File: src/rtl/pwi_pkg.sv
`timescale 1ns / 1ps
`default_nettype none

package pwi_pkg;

   localparam int ANGLE_W   = 16;
   localparam int ERR_W     = ANGLE_W + 1;
   localparam int DIFF_W    = ERR_W + 1;
   localparam int COEF_W    = 16;
   localparam int FRAC_W    = 8;
   localparam int WLEN_W    = 7;
   localparam int DRIVE_W   = 24;
   localparam int CSR_IDX_W = 3;
   localparam int CSR_DAT_W = 16;

   // digit-serial multiplier: coefficient consumed one 4-bit digit per cycle
   localparam int DIGIT_W = 4;
   localparam int DIGITS  = COEF_W / DIGIT_W;
   localparam int STEP_W  = $clog2(DIGITS);
   localparam logic [STEP_W-1:0] LAST_STEP = STEP_W'(DIGITS - 1);

   localparam logic [WLEN_W-1:0] WLEN_RESET = WLEN_W'(16);

   typedef enum logic [CSR_IDX_W-1:0] {
      REG_PROP_GAIN     = 3'd0,
      REG_INTEGRAL_COEF = 3'd1,
      REG_DERIV_COEF    = 3'd2,
      REG_WINDOW_LENGTH = 3'd3,
      REG_STEP_VALID    = 3'd4
   } csr_reg_type;

   typedef enum logic [2:0] {
      ST_IDLE,
      ST_UPDATE,
      ST_START_A,
      ST_MUL_A,
      ST_INNER,
      ST_MUL_B,
      ST_OUT
   } ctl_state_type;

endpackage

`default_nettype wire

File: src/rtl/pwi_req_if.sv
`timescale 1ns / 1ps
`default_nettype none

interface pwi_req_if;
   import pwi_pkg::*;

   logic                      valid;
   logic                      ready;
   logic signed [ANGLE_W-1:0] measured_angle;
   logic signed [ANGLE_W-1:0] target_angle;

   modport source (output valid, output measured_angle, output target_angle, input ready);
   modport sink   (input valid, input measured_angle, input target_angle, output ready);
endinterface

`default_nettype wire

File: src/rtl/pwi_rsp_if.sv
`timescale 1ns / 1ps
`default_nettype none

interface pwi_rsp_if;
   import pwi_pkg::*;

   logic                      valid;
   logic                      ready;
   logic signed [DRIVE_W-1:0] drive_velocity;
   logic                      ok;

   modport source (output valid, output drive_velocity, output ok, input ready);
   modport sink   (input valid, input drive_velocity, input ok, output ready);
endinterface

`default_nettype wire

File: src/rtl/pwi_csr_if.sv
`timescale 1ns / 1ps
`default_nettype none

interface pwi_csr_if;
   import pwi_pkg::*;

   logic                 valid;
   logic                 ready;
   logic [CSR_IDX_W-1:0] index;
   logic [CSR_DAT_W-1:0] data;

   modport source (output valid, output index, output data, input ready);
   modport sink   (input valid, input index, input data, output ready);
endinterface

`default_nettype wire

File: src/rtl/pid_windowed_integral.sv
`timescale 1ns / 1ps
`default_nettype none

// PID controller with a sliding-window integral.
// req_port carries one word per control step: measured and target angle, Q8.8.
// rsp_port returns one word per step: drive_velocity (Q16.8, saturated) and ok.
// csr_port writes the gain, coefficients, window length and step-valid registers;
// it is always ready and must only be used while no step is in flight.
// Each accepted req word goes through the window update and, if the step is
// valid, the multiplier rounds; they are skipped when step_valid is 0. One step
// is handled at a time, so a new req word is taken only after the last result is loaded.
// The step time comes from the digit-serial multiplier, which runs two rounds
// (integral and derivative terms together, then the gain).
// The result sits in an output register; a new req word is accepted while it
// waits, but the next result holds until rsp_port.ready takes the previous one.
// Reset clears the CSR registers (window length goes to 16), window count, sum,
// pointer, previous error; the store is not cleared: only held entries are read.

module pid_windowed_integral #(
   parameter int WINDOW_MAX = 64
) (
   input  wire logic  clock,
   input  wire logic  reset,
   pwi_req_if.sink    req_port,
   pwi_rsp_if.source  rsp_port,
   pwi_csr_if.sink    csr_port
);
   import pwi_pkg::*;

   localparam int CNT_W     = $clog2(WINDOW_MAX + 1);
   localparam int SUM_W     = ERR_W + CNT_W;
   localparam int IP_PROD_W = SUM_W + COEF_W;
   localparam int IPART_W   = IP_PROD_W - FRAC_W;
   localparam int DP_PROD_W = DIFF_W + COEF_W;
   localparam int DPART_W   = DP_PROD_W - FRAC_W;
   localparam int INNER_W   = SUM_W + 10;
   localparam int KP_PROD_W = INNER_W + COEF_W;
   localparam int DFULL_W   = KP_PROD_W - FRAC_W;

   ctl_state_type state_ff, state_in;

   logic signed [COEF_W-1:0]  prop_gain_ff, integral_coef_ff, deriv_coef_ff;
   logic        [WLEN_W-1:0]  window_length_ff;
   logic                      step_valid_ff;

   logic signed [ERR_W-1:0]   err_ff, err_in, prev_err_ff;
   logic signed [DIFF_W-1:0]  diff;
   logic signed [SUM_W-1:0]   window_sum;
   logic signed [IP_PROD_W-1:0] ip_prod;
   logic signed [DP_PROD_W-1:0] dp_prod;
   logic signed [KP_PROD_W-1:0] kp_prod;
   logic signed [IPART_W-1:0] ipart;
   logic signed [DPART_W-1:0] dpart;
   logic signed [INNER_W-1:0] inner;
   logic signed [DFULL_W-1:0] drive_full;
   logic signed [DRIVE_W-1:0] drive_sat;
   logic [DFULL_W-DRIVE_W:0]  drive_hi;

   logic                      rsp_valid_ff, ok_ff;
   logic signed [DRIVE_W-1:0] drive_ff;

   logic req_accept, win_update, mul_a_start, mul_b_start, out_load;
   logic ip_done, dp_done, kp_done;

   assign req_port.ready = (state_ff == ST_IDLE);
   assign req_accept     = req_port.valid && req_port.ready;
   assign csr_port.ready = 1'b1;

   assign err_in = ERR_W'(req_port.target_angle) - ERR_W'(req_port.measured_angle);
   assign diff   = DIFF_W'(err_ff) - DIFF_W'(prev_err_ff);

   pwi_window #(.WINDOW_MAX(WINDOW_MAX)) u_window (
      .clock         (clock),
      .reset         (reset),
      .update        (win_update),
      .err           (err_ff),
      .window_length (window_length_ff),
      .window_sum    (window_sum)
   );

   pwi_digit_mul #(.MCAND_W(SUM_W)) u_mul_int (
      .clock   (clock),
      .reset   (reset),
      .start   (mul_a_start),
      .coef    (integral_coef_ff),
      .mcand   (window_sum),
      .product (ip_prod),
      .done    (ip_done)
   );

   pwi_digit_mul #(.MCAND_W(DIFF_W)) u_mul_der (
      .clock   (clock),
      .reset   (reset),
      .start   (mul_a_start),
      .coef    (deriv_coef_ff),
      .mcand   (diff),
      .product (dp_prod),
      .done    (dp_done)
   );

   // floor(x / 256) is an arithmetic drop of the fraction bits
   assign ipart = ip_prod[IP_PROD_W-1:FRAC_W];
   assign dpart = dp_prod[DP_PROD_W-1:FRAC_W];
   assign inner = INNER_W'(err_ff) + INNER_W'(ipart) + INNER_W'(dpart);

   pwi_digit_mul #(.MCAND_W(INNER_W)) u_mul_kp (
      .clock   (clock),
      .reset   (reset),
      .start   (mul_b_start),
      .coef    (prop_gain_ff),
      .mcand   (inner),
      .product (kp_prod),
      .done    (kp_done)
   );

   assign drive_full = kp_prod[KP_PROD_W-1:FRAC_W];
   assign drive_hi   = drive_full[DFULL_W-1:DRIVE_W-1];

   always_comb begin
      if (drive_hi == '0 || drive_hi == '1) begin
         drive_sat = drive_full[DRIVE_W-1:0];
      end else if (drive_full[DFULL_W-1]) begin
         drive_sat = {1'b1, {(DRIVE_W-1){1'b0}}};
      end else begin
         drive_sat = {1'b0, {(DRIVE_W-1){1'b1}}};
      end
   end

   always_comb begin
      state_in    = state_ff;
      win_update  = 1'b0;
      mul_a_start = 1'b0;
      mul_b_start = 1'b0;
      out_load    = 1'b0;
      unique case (state_ff)
         ST_IDLE: begin
            if (req_accept) begin
               state_in = ST_UPDATE;
            end
         end
         ST_UPDATE: begin
            win_update = 1'b1;
            state_in   = step_valid_ff ? ST_START_A : ST_OUT;
         end
         ST_START_A: begin
            mul_a_start = 1'b1;
            state_in    = ST_MUL_A;
         end
         ST_MUL_A: begin
            if (ip_done && dp_done) begin
               state_in = ST_INNER;
            end
         end
         ST_INNER: begin
            mul_b_start = 1'b1;
            state_in    = ST_MUL_B;
         end
         ST_MUL_B: begin
            if (kp_done) begin
               state_in = ST_OUT;
            end
         end
         ST_OUT: begin
            if (!rsp_valid_ff || rsp_port.ready) begin
               out_load = 1'b1;
               state_in = ST_IDLE;
            end
         end
         default: begin
            state_in = ST_IDLE;
         end
      endcase
   end

   always_ff @(posedge clock) begin
      if (reset) begin
         state_ff <= ST_IDLE;
      end else begin
         state_ff <= state_in;
      end
   end

   always_ff @(posedge clock) begin
      if (reset) begin
         prop_gain_ff     <= '0;
         integral_coef_ff <= '0;
         deriv_coef_ff    <= '0;
         window_length_ff <= WLEN_RESET;
         step_valid_ff    <= 1'b0;
      end else if (csr_port.valid) begin
         unique case (csr_reg_type'(csr_port.index))
            REG_PROP_GAIN:     prop_gain_ff     <= COEF_W'(csr_port.data);
            REG_INTEGRAL_COEF: integral_coef_ff <= COEF_W'(csr_port.data);
            REG_DERIV_COEF:    deriv_coef_ff    <= COEF_W'(csr_port.data);
            REG_WINDOW_LENGTH: window_length_ff <= csr_port.data[WLEN_W-1:0];
            REG_STEP_VALID:    step_valid_ff    <= csr_port.data[0];
            default: ;
         endcase
      end
   end

   always_ff @(posedge clock) begin
      if (reset) begin
         rsp_valid_ff <= 1'b0;
         prev_err_ff  <= '0;
      end else begin
         if (out_load) begin
            rsp_valid_ff <= 1'b1;
            if (step_valid_ff) begin
               prev_err_ff <= err_ff;
            end
         end else if (rsp_port.ready) begin
            rsp_valid_ff <= 1'b0;
         end
      end
   end

   always_ff @(posedge clock) begin
      if (req_accept) begin
         err_ff <= err_in;
      end
      if (out_load) begin
         drive_ff <= step_valid_ff ? drive_sat : '0;
         ok_ff    <= step_valid_ff;
      end
   end

   assign rsp_port.valid          = rsp_valid_ff;
   assign rsp_port.drive_velocity = drive_ff;
   assign rsp_port.ok             = ok_ff;

endmodule

`default_nettype wire

File: src/rtl/pwi_digit_mul.sv
`timescale 1ns / 1ps
`default_nettype none

module pwi_digit_mul #(
   parameter int  MCAND_W = 24,
   localparam int PROD_W  = MCAND_W + pwi_pkg::COEF_W
) (
   input  wire logic                                clock,
   input  wire logic                                reset,
   input  wire logic                                start,
   input  wire logic signed [pwi_pkg::COEF_W-1:0]   coef,
   input  wire logic signed [MCAND_W-1:0]           mcand,
   output logic signed [PROD_W-1:0]                 product,
   output logic                                     done
);
   import pwi_pkg::*;

   logic signed [PROD_W-1:0]        acc_ff, acc_in;
   logic        [COEF_W-1:0]        coef_ff, coef_in;
   logic signed [MCAND_W-1:0]       mcand_ff;
   logic        [STEP_W-1:0]        step_ff, step_in;
   logic                            busy_ff, busy_in;
   logic        [DIGIT_W-1:0]       digit;
   logic signed [DIGIT_W:0]         digit_s;
   logic signed [MCAND_W+DIGIT_W:0] pp;

   // MSB digit first: it carries the sign, the rest are unsigned
   assign digit   = coef_ff[COEF_W-1 -: DIGIT_W];
   assign digit_s = (step_ff == '0) ? $signed({digit[DIGIT_W-1], digit})
                                    : $signed({1'b0, digit});
   assign pp      = digit_s * mcand_ff;

   assign done    = busy_ff && (step_ff == LAST_STEP);
   assign product = acc_ff;

   always_comb begin
      acc_in  = acc_ff;
      coef_in = coef_ff;
      step_in = step_ff;
      busy_in = busy_ff;
      if (start) begin
         acc_in  = '0;
         coef_in = coef;
         step_in = '0;
         busy_in = 1'b1;
      end else if (busy_ff) begin
         acc_in  = (acc_ff <<< DIGIT_W) + PROD_W'(pp);
         coef_in = coef_ff << DIGIT_W;
         step_in = step_ff + 1'b1;
         busy_in = (step_ff != LAST_STEP);
      end
   end

   always_ff @(posedge clock) begin
      if (reset) begin
         busy_ff <= 1'b0;
         step_ff <= '0;
      end else begin
         busy_ff <= busy_in;
         step_ff <= step_in;
      end
   end

   always_ff @(posedge clock) begin
      acc_ff  <= acc_in;
      coef_ff <= coef_in;
      if (start) begin
         mcand_ff <= mcand;
      end
   end

endmodule

`default_nettype wire

File: src/rtl/pwi_window.sv
`timescale 1ns / 1ps
`default_nettype none

module pwi_window #(
   parameter int  WINDOW_MAX = 64,
   localparam int CNT_W      = $clog2(WINDOW_MAX + 1),
   localparam int PTR_W      = (WINDOW_MAX > 1) ? $clog2(WINDOW_MAX) : 1,
   localparam int SUM_W      = pwi_pkg::ERR_W + CNT_W
) (
   input  wire logic                               clock,
   input  wire logic                               reset,
   input  wire logic                               update,
   input  wire logic signed [pwi_pkg::ERR_W-1:0]   err,
   input  wire logic        [pwi_pkg::WLEN_W-1:0]  window_length,
   output logic signed [SUM_W-1:0]                 window_sum
);
   import pwi_pkg::*;

   logic signed [ERR_W-1:0] mem [WINDOW_MAX];
   logic signed [ERR_W-1:0] rd_ff;
   logic signed [SUM_W-1:0] sum_ff, sum_in;
   logic [CNT_W-1:0]        count_ff, count_in;
   logic [PTR_W-1:0]        oldest_ff, oldest_in;
   logic [CNT_W-1:0]        len;
   logic [CNT_W:0]          slot_sum, slot_wide;
   logic [PTR_W-1:0]        slot;
   logic                    full, drop, push;

   always_comb begin
      if (int'(window_length) > WINDOW_MAX) begin
         len = CNT_W'(WINDOW_MAX);
      end else begin
         len = CNT_W'(window_length);
      end
   end

   assign full = (count_ff >= len);
   assign drop = full && (count_ff != '0);
   // zero length with an empty window: the new word is discarded at once
   assign push = !(full && (count_ff == '0));

   // drop-then-push lands on oldest + count either way
   assign slot_sum = (CNT_W+1)'(oldest_ff) + (CNT_W+1)'(count_ff);
   assign slot_wide = (slot_sum >= (CNT_W+1)'(WINDOW_MAX))
                      ? slot_sum - (CNT_W+1)'(WINDOW_MAX) : slot_sum;
   assign slot = slot_wide[PTR_W-1:0];

   always_comb begin
      sum_in    = sum_ff;
      count_in  = count_ff;
      oldest_in = oldest_ff;
      if (update) begin
         sum_in = sum_ff - (drop ? SUM_W'(rd_ff) : '0) + (push ? SUM_W'(err) : '0);
         if (drop) begin
            oldest_in = (oldest_ff == PTR_W'(WINDOW_MAX - 1)) ? '0 : oldest_ff + 1'b1;
         end
         count_in = count_ff - CNT_W'(drop) + CNT_W'(push);
      end
   end

   always_ff @(posedge clock) begin
      if (reset) begin
         sum_ff    <= '0;
         count_ff  <= '0;
         oldest_ff <= '0;
      end else begin
         sum_ff    <= sum_in;
         count_ff  <= count_in;
         oldest_ff <= oldest_in;
      end
   end

   // oldest entry is read continuously; it has settled long before an update
   always_ff @(posedge clock) begin
      if (update && push) begin
         mem[slot] <= err;
      end
      rd_ff <= mem[oldest_ff];
   end

   assign window_sum = sum_ff;

endmodule

`default_nettype wire

File: src/flat_wrapper.sv
// flat-port wrapper written by rule: the top's interface ports become plain ports
module pid_windowed_integral_flat import pwi_pkg::*;
#(
   parameter int WINDOW_MAX = 64
)
  (clock, reset, req_port_valid, req_port_measured_angle, req_port_target_angle, req_port_ready, rsp_port_valid, rsp_port_drive_velocity, rsp_port_ok, rsp_port_ready, csr_port_valid, csr_port_index, csr_port_data, csr_port_ready);
  pwi_req_if req_port_i ();
  pwi_rsp_if rsp_port_i ();
  pwi_csr_if csr_port_i ();
  input  wire logic clock;
  input  wire logic reset;
  input wire logic [$bits(req_port_i.valid)-1:0] req_port_valid;
  input wire logic [$bits(req_port_i.measured_angle)-1:0] req_port_measured_angle;
  input wire logic [$bits(req_port_i.target_angle)-1:0] req_port_target_angle;
  output wire logic [$bits(req_port_i.ready)-1:0] req_port_ready;
  output wire logic [$bits(rsp_port_i.valid)-1:0] rsp_port_valid;
  output wire logic [$bits(rsp_port_i.drive_velocity)-1:0] rsp_port_drive_velocity;
  output wire logic [$bits(rsp_port_i.ok)-1:0] rsp_port_ok;
  input wire logic [$bits(rsp_port_i.ready)-1:0] rsp_port_ready;
  input wire logic [$bits(csr_port_i.valid)-1:0] csr_port_valid;
  input wire logic [$bits(csr_port_i.index)-1:0] csr_port_index;
  input wire logic [$bits(csr_port_i.data)-1:0] csr_port_data;
  output wire logic [$bits(csr_port_i.ready)-1:0] csr_port_ready;
  assign req_port_i.valid = req_port_valid;
  assign req_port_i.measured_angle = req_port_measured_angle;
  assign req_port_i.target_angle = req_port_target_angle;
  assign req_port_ready = req_port_i.ready;
  assign rsp_port_valid = rsp_port_i.valid;
  assign rsp_port_drive_velocity = rsp_port_i.drive_velocity;
  assign rsp_port_ok = rsp_port_i.ok;
  assign rsp_port_i.ready = rsp_port_ready;
  assign csr_port_i.valid = csr_port_valid;
  assign csr_port_i.index = csr_port_index;
  assign csr_port_i.data = csr_port_data;
  assign csr_port_ready = csr_port_i.ready;
  pid_windowed_integral #(.WINDOW_MAX(WINDOW_MAX)) u_core (.clock(clock), .reset(reset), .req_port(req_port_i), .rsp_port(rsp_port_i), .csr_port(csr_port_i));
endmodule
File: config.mk
export PLATFORM = sky130hd
export DESIGN_NAME = pid_windowed_integral_flat
export DESIGN_NICKNAME = d
export VERILOG_FILES = /design/src/rtl/pwi_pkg.sv /design/src/rtl/pwi_req_if.sv /design/src/rtl/pwi_rsp_if.sv /design/src/rtl/pwi_csr_if.sv /design/src/rtl/pid_windowed_integral.sv /design/src/rtl/pwi_digit_mul.sv /design/src/rtl/pwi_window.sv /design/src/flat_wrapper.sv
export SDC_FILE = /design/constraint.sdc
export NUM_CORES = 2
export LEC_CHECK = 0
export BUFFER_PORTS_ARGS = -buffer_cell sky130_fd_sc_hd__buf_2
export CAP_MARGIN = 15
export CORE_MARGIN = 2
export CORE_UTILIZATION = 64
export CTS_CLUSTER_DIAMETER = 40
export DETAILED_ROUTE_END_ITERATION = 7
export HOLD_SLACK_MARGIN = 0.1
export MAX_ROUTING_LAYER = met4
export PLACE_DENSITY_LB_ADDON = 0.15
export SYNTH_ARGS = -nofsm -noshare
export SYNTH_HDL_FRONTEND = slang
export SYNTH_SLANG_ARGS = --single-unit
File: constraint.sdc
create_clock -name clock -period 7.76 [get_ports clock]
set_input_delay 0.388 -clock clock [delete_from_list [all_inputs] [get_ports clock]]
set_output_delay 0.388 -clock clock [all_outputs]
set_load 0.005 [all_outputs]
==> metrics <==
status=finished clean; CP Cell Sequence=and2_1, fa_1, fa_1, fa_1, inv_1, fa_1, inv_1, ha_1, a21oi_1, o22ai_1, o22ai_1, a2111oi_0, o2111ai_1, nand2_1, a31oi_1, xnor2_1, o21ai_0; post-synth top area cell=edfxtp_1; ratio of cells with drive above 1 in the final layout=0.146; GRT Util Overall=0.338; CTS resizes=0; number of library cell types mapped by synthesis=90; Top FF cell, synth=edfxtp_1; RSZ-0062 raised after global routing=no; area taken by multi-input logic gates=0.0361 mm²; GR Overflow Total=0; Syn Area/Cell=13.5 µm²; setup bufs post-CTS=0; Synth Net Count=6994; CTS tree=done; Synth Cell Area=0.0826 mm²; input/output buffers=82; Clock Sinks=1518; Worst Tran Pin Value=1.21 ns; Post-synth EDFFs=1254; WS Path Type=reg2reg; Seq/Total Area, Yosys=0.520; Critical Path Most Common Cell=fa_1; FMAX=162 MHz; Seq cells post-synth=1518; # setup viols final=0; vias in the first global route=51500; Setup TNS=0 ns; Ys Warns=0; hold depth=4; # fillers=8174; CP max-delay cell=edfxtp_1; largest net degree at the start of global routing=99; Slew Viols, Final=0; CTS root buf=clkbuf_16; post-layout min period=6.17 ns; clk buf depth=3; startpoint class of the critical path=register; final core area utilization=0.722; crit-path max cell delay=1.03 ns; DRC Markers=0; Synth top area share=0.456; synthesized instance count=6104; final worst path period share=0.795; die height=363 µm; Critical Path AT=6.82 ns; Slew headroom=0.194; register area=0.0430 mm²; Avg WL per Cell=25.9 µm; CP Max Fanout=34; reg2reg path depth=17; Vias/cell=6.16; first-pass GRT wire length=320 mm; Core ar.=0.128 mm²; die area=0.132 mm²; CTS buffer count=186; via count=50300; CP Buf/Inv Count=2; H-tree levels=4; total routed wirelength=211 mm; clock transition at the registers of the reported paths=0.06 ns; non-filler instance count after layout=8162; DR iter-0 viols=5155; Hold Crit Class=in2reg; cts hold-fix bufs=53; # rows=131; Fin. Hold Viols=0; Ports=84; Final #Nets=7225; delay-heaviest family, CP=compound AO/OA/AOI/OAI gates; Post-DP HPWL=137 mm; Initial Util=0.646; Clock Latency Late Sink=0.82 ns; CP required=8.41 ns; Cells after DPL=7755; top cells by area, synth=edfxtp_1, fa_1, mux4_2; CP endpoint kind=register; Die X=363 µm; Final ANT Viol Nets=0; Area Overhead vs Synth=11.7%; 1st-pass router iterations=6; clock skew=0.0553 ns; asr flop ratio synth=0; Critical Path Stages=17; initial antenna violation count=9; GPL Wtd Cong=0.906; worst hold slack=0.162 ns; max cap viols=0
sequential cells by signal, summed over array words and instances, names as in the netlist, 17 cells and up:
register	cells
u_core.rsp_port.drive_velocity	24
u_core.u_window.mem	1088
u_core.u_mul_int.mcand_ff	24
u_core.u_mul_int.product	40
u_core.u_mul_kp.mcand_ff	34
u_core.u_mul_der.product	34
u_core.u_window.window_sum	24
u_core.err_ff	17
u_core.u_mul_der.mcand_ff	18
u_core.u_window.rd_ff	17
u_core.u_mul_kp.product	50
u_core.prev_err_ff	17
Yosys cell counts, drive strengths merged (8+ instances only):
cell / count
edfxtp: 1254
inv: 705
nand2: 522
fa: 469
ha: 365
nor2: 365
mux4: 357
and2: 272
a21oi: 265
dfxtp: 264
clkbuf: 181
xnor2: 137
o21ai: 119
a21o: 86
mux2i: 75
o21a: 48
xor2: 47
a211oi: 44
buf: 43
nor3: 40
or2: 40
nand3: 37
nand2b: 32
nand4: 31
nor2b: 27
and3: 25
a31oi: 24
o21bai: 21
o211ai: 19
or3: 16
nand3b: 14
nor4: 14
a21boi: 13
o31ai: 13
a41oi: 10
nor3b: 9
a2111oi: 8
metal layers:
layer  vias to the layer above  track usage  part of all wire
li1                      22200            -                 -
met1                     25300        0.431              0.38
met2                      2342        0.539              0.49
met3                       476       0.0552             0.077
met4                         0        0.151             0.049
met5                         -            -                 0
cell type report:
class,count,share of cell area
Sequential cell,1518,0.466
Multi-Input combinational cell,3656,0.392
Clock buffer,213,0.0526
Inverter,706,0.0288
Tap cell,1662,0.0225
Timing Repair Buffer,267,0.0213
Clock inverter,131,0.0174
Antenna cell,9,0.000244
cells by family after synthesis:
family                   synth area share
multiplexers                        0.107
adder cells (fa/ha/maj)             0.169
AND/OR/NAND/NOR                    0.0840
flip-flops                          0.520
buffers and inverters              0.0428
XOR/XNOR                           0.0195
AO/OA/AOI/OAI                      0.0579
other                           0.0000909
worst paths after layout:
path                                                      from                       endpoint  slack [ns]
worst max-delay path               u_core.u_mul_kp.coef_ff[14]    u_core.u_mul_kp.product[49]        1.59
worst min-delay path                req_port_measured_angle[6]               u_core.err_ff[6]        0.16
worst max register to register     u_core.u_mul_kp.coef_ff[14]    u_core.u_mul_kp.product[49]        1.59
worst min register to register  u_core.u_window.window_sum[19]  u_core.u_mul_int.mcand_ff[19]        0.44
tightest hold or removal path, stage by stage:
cell    delay [ns]
buf_2         0.09
inv_1         0.05
ha_1          0.19
xor2_1        0.09
through the flow:
step / instance area, µm² / worst slack (ns)
3_5_place_dp: 85300 / 1.73
5_1_grt: 92300 / 1.21
2_1_floorplan: 82600 / 2.39
4_1_cts: 92200 / 1.62
6_report: 92300 / 1.59
3_3_place_gp: 85300 / 1.82
placed cells by master, fill, tap and decap left out, types with 25 or more instances in the layout:
master | synthesis | final
edfxtp_1 | 1254 | 1254
inv_1 | 705 | 704
nand2_1 | 522 | 521
fa_1 | 469 | 469
ha_1 | 365 | 365
nor2_1 | 364 | 361
mux4_2 | 357 | 357
and2_1 | 272 | 272
a21oi_1 | 263 | 263
dfxtp_1 | 264 | 257
clkbuf_16 | 0 | 189
xnor2_1 | 137 | 137
buf_4 | 4 | 130
o21ai_0 | 114 | 114
a21o_1 | 86 | 86
buf_2 | 26 | 81
mux2i_1 | 75 | 75
dlygate4sd3_1 | 0 | 53
o21a_1 | 48 | 48
xor2_1 | 47 | 47
a211oi_1 | 44 | 44
nor3_1 | 40 | 40
or2_2 | 39 | 39
nand3_1 | 37 | 37
nand2b_1 | 32 | 32
nand4_1 | 31 | 31
nor2b_1 | 27 | 27
clkinv_2 | 0 | 27
clkinv_1 | 1 | 26
and3_1 | 25 | 25
Power is left out: the tool's default activity adds up to more than one toggle a clock period on the data nets, which glitch-free logic cannot reach.
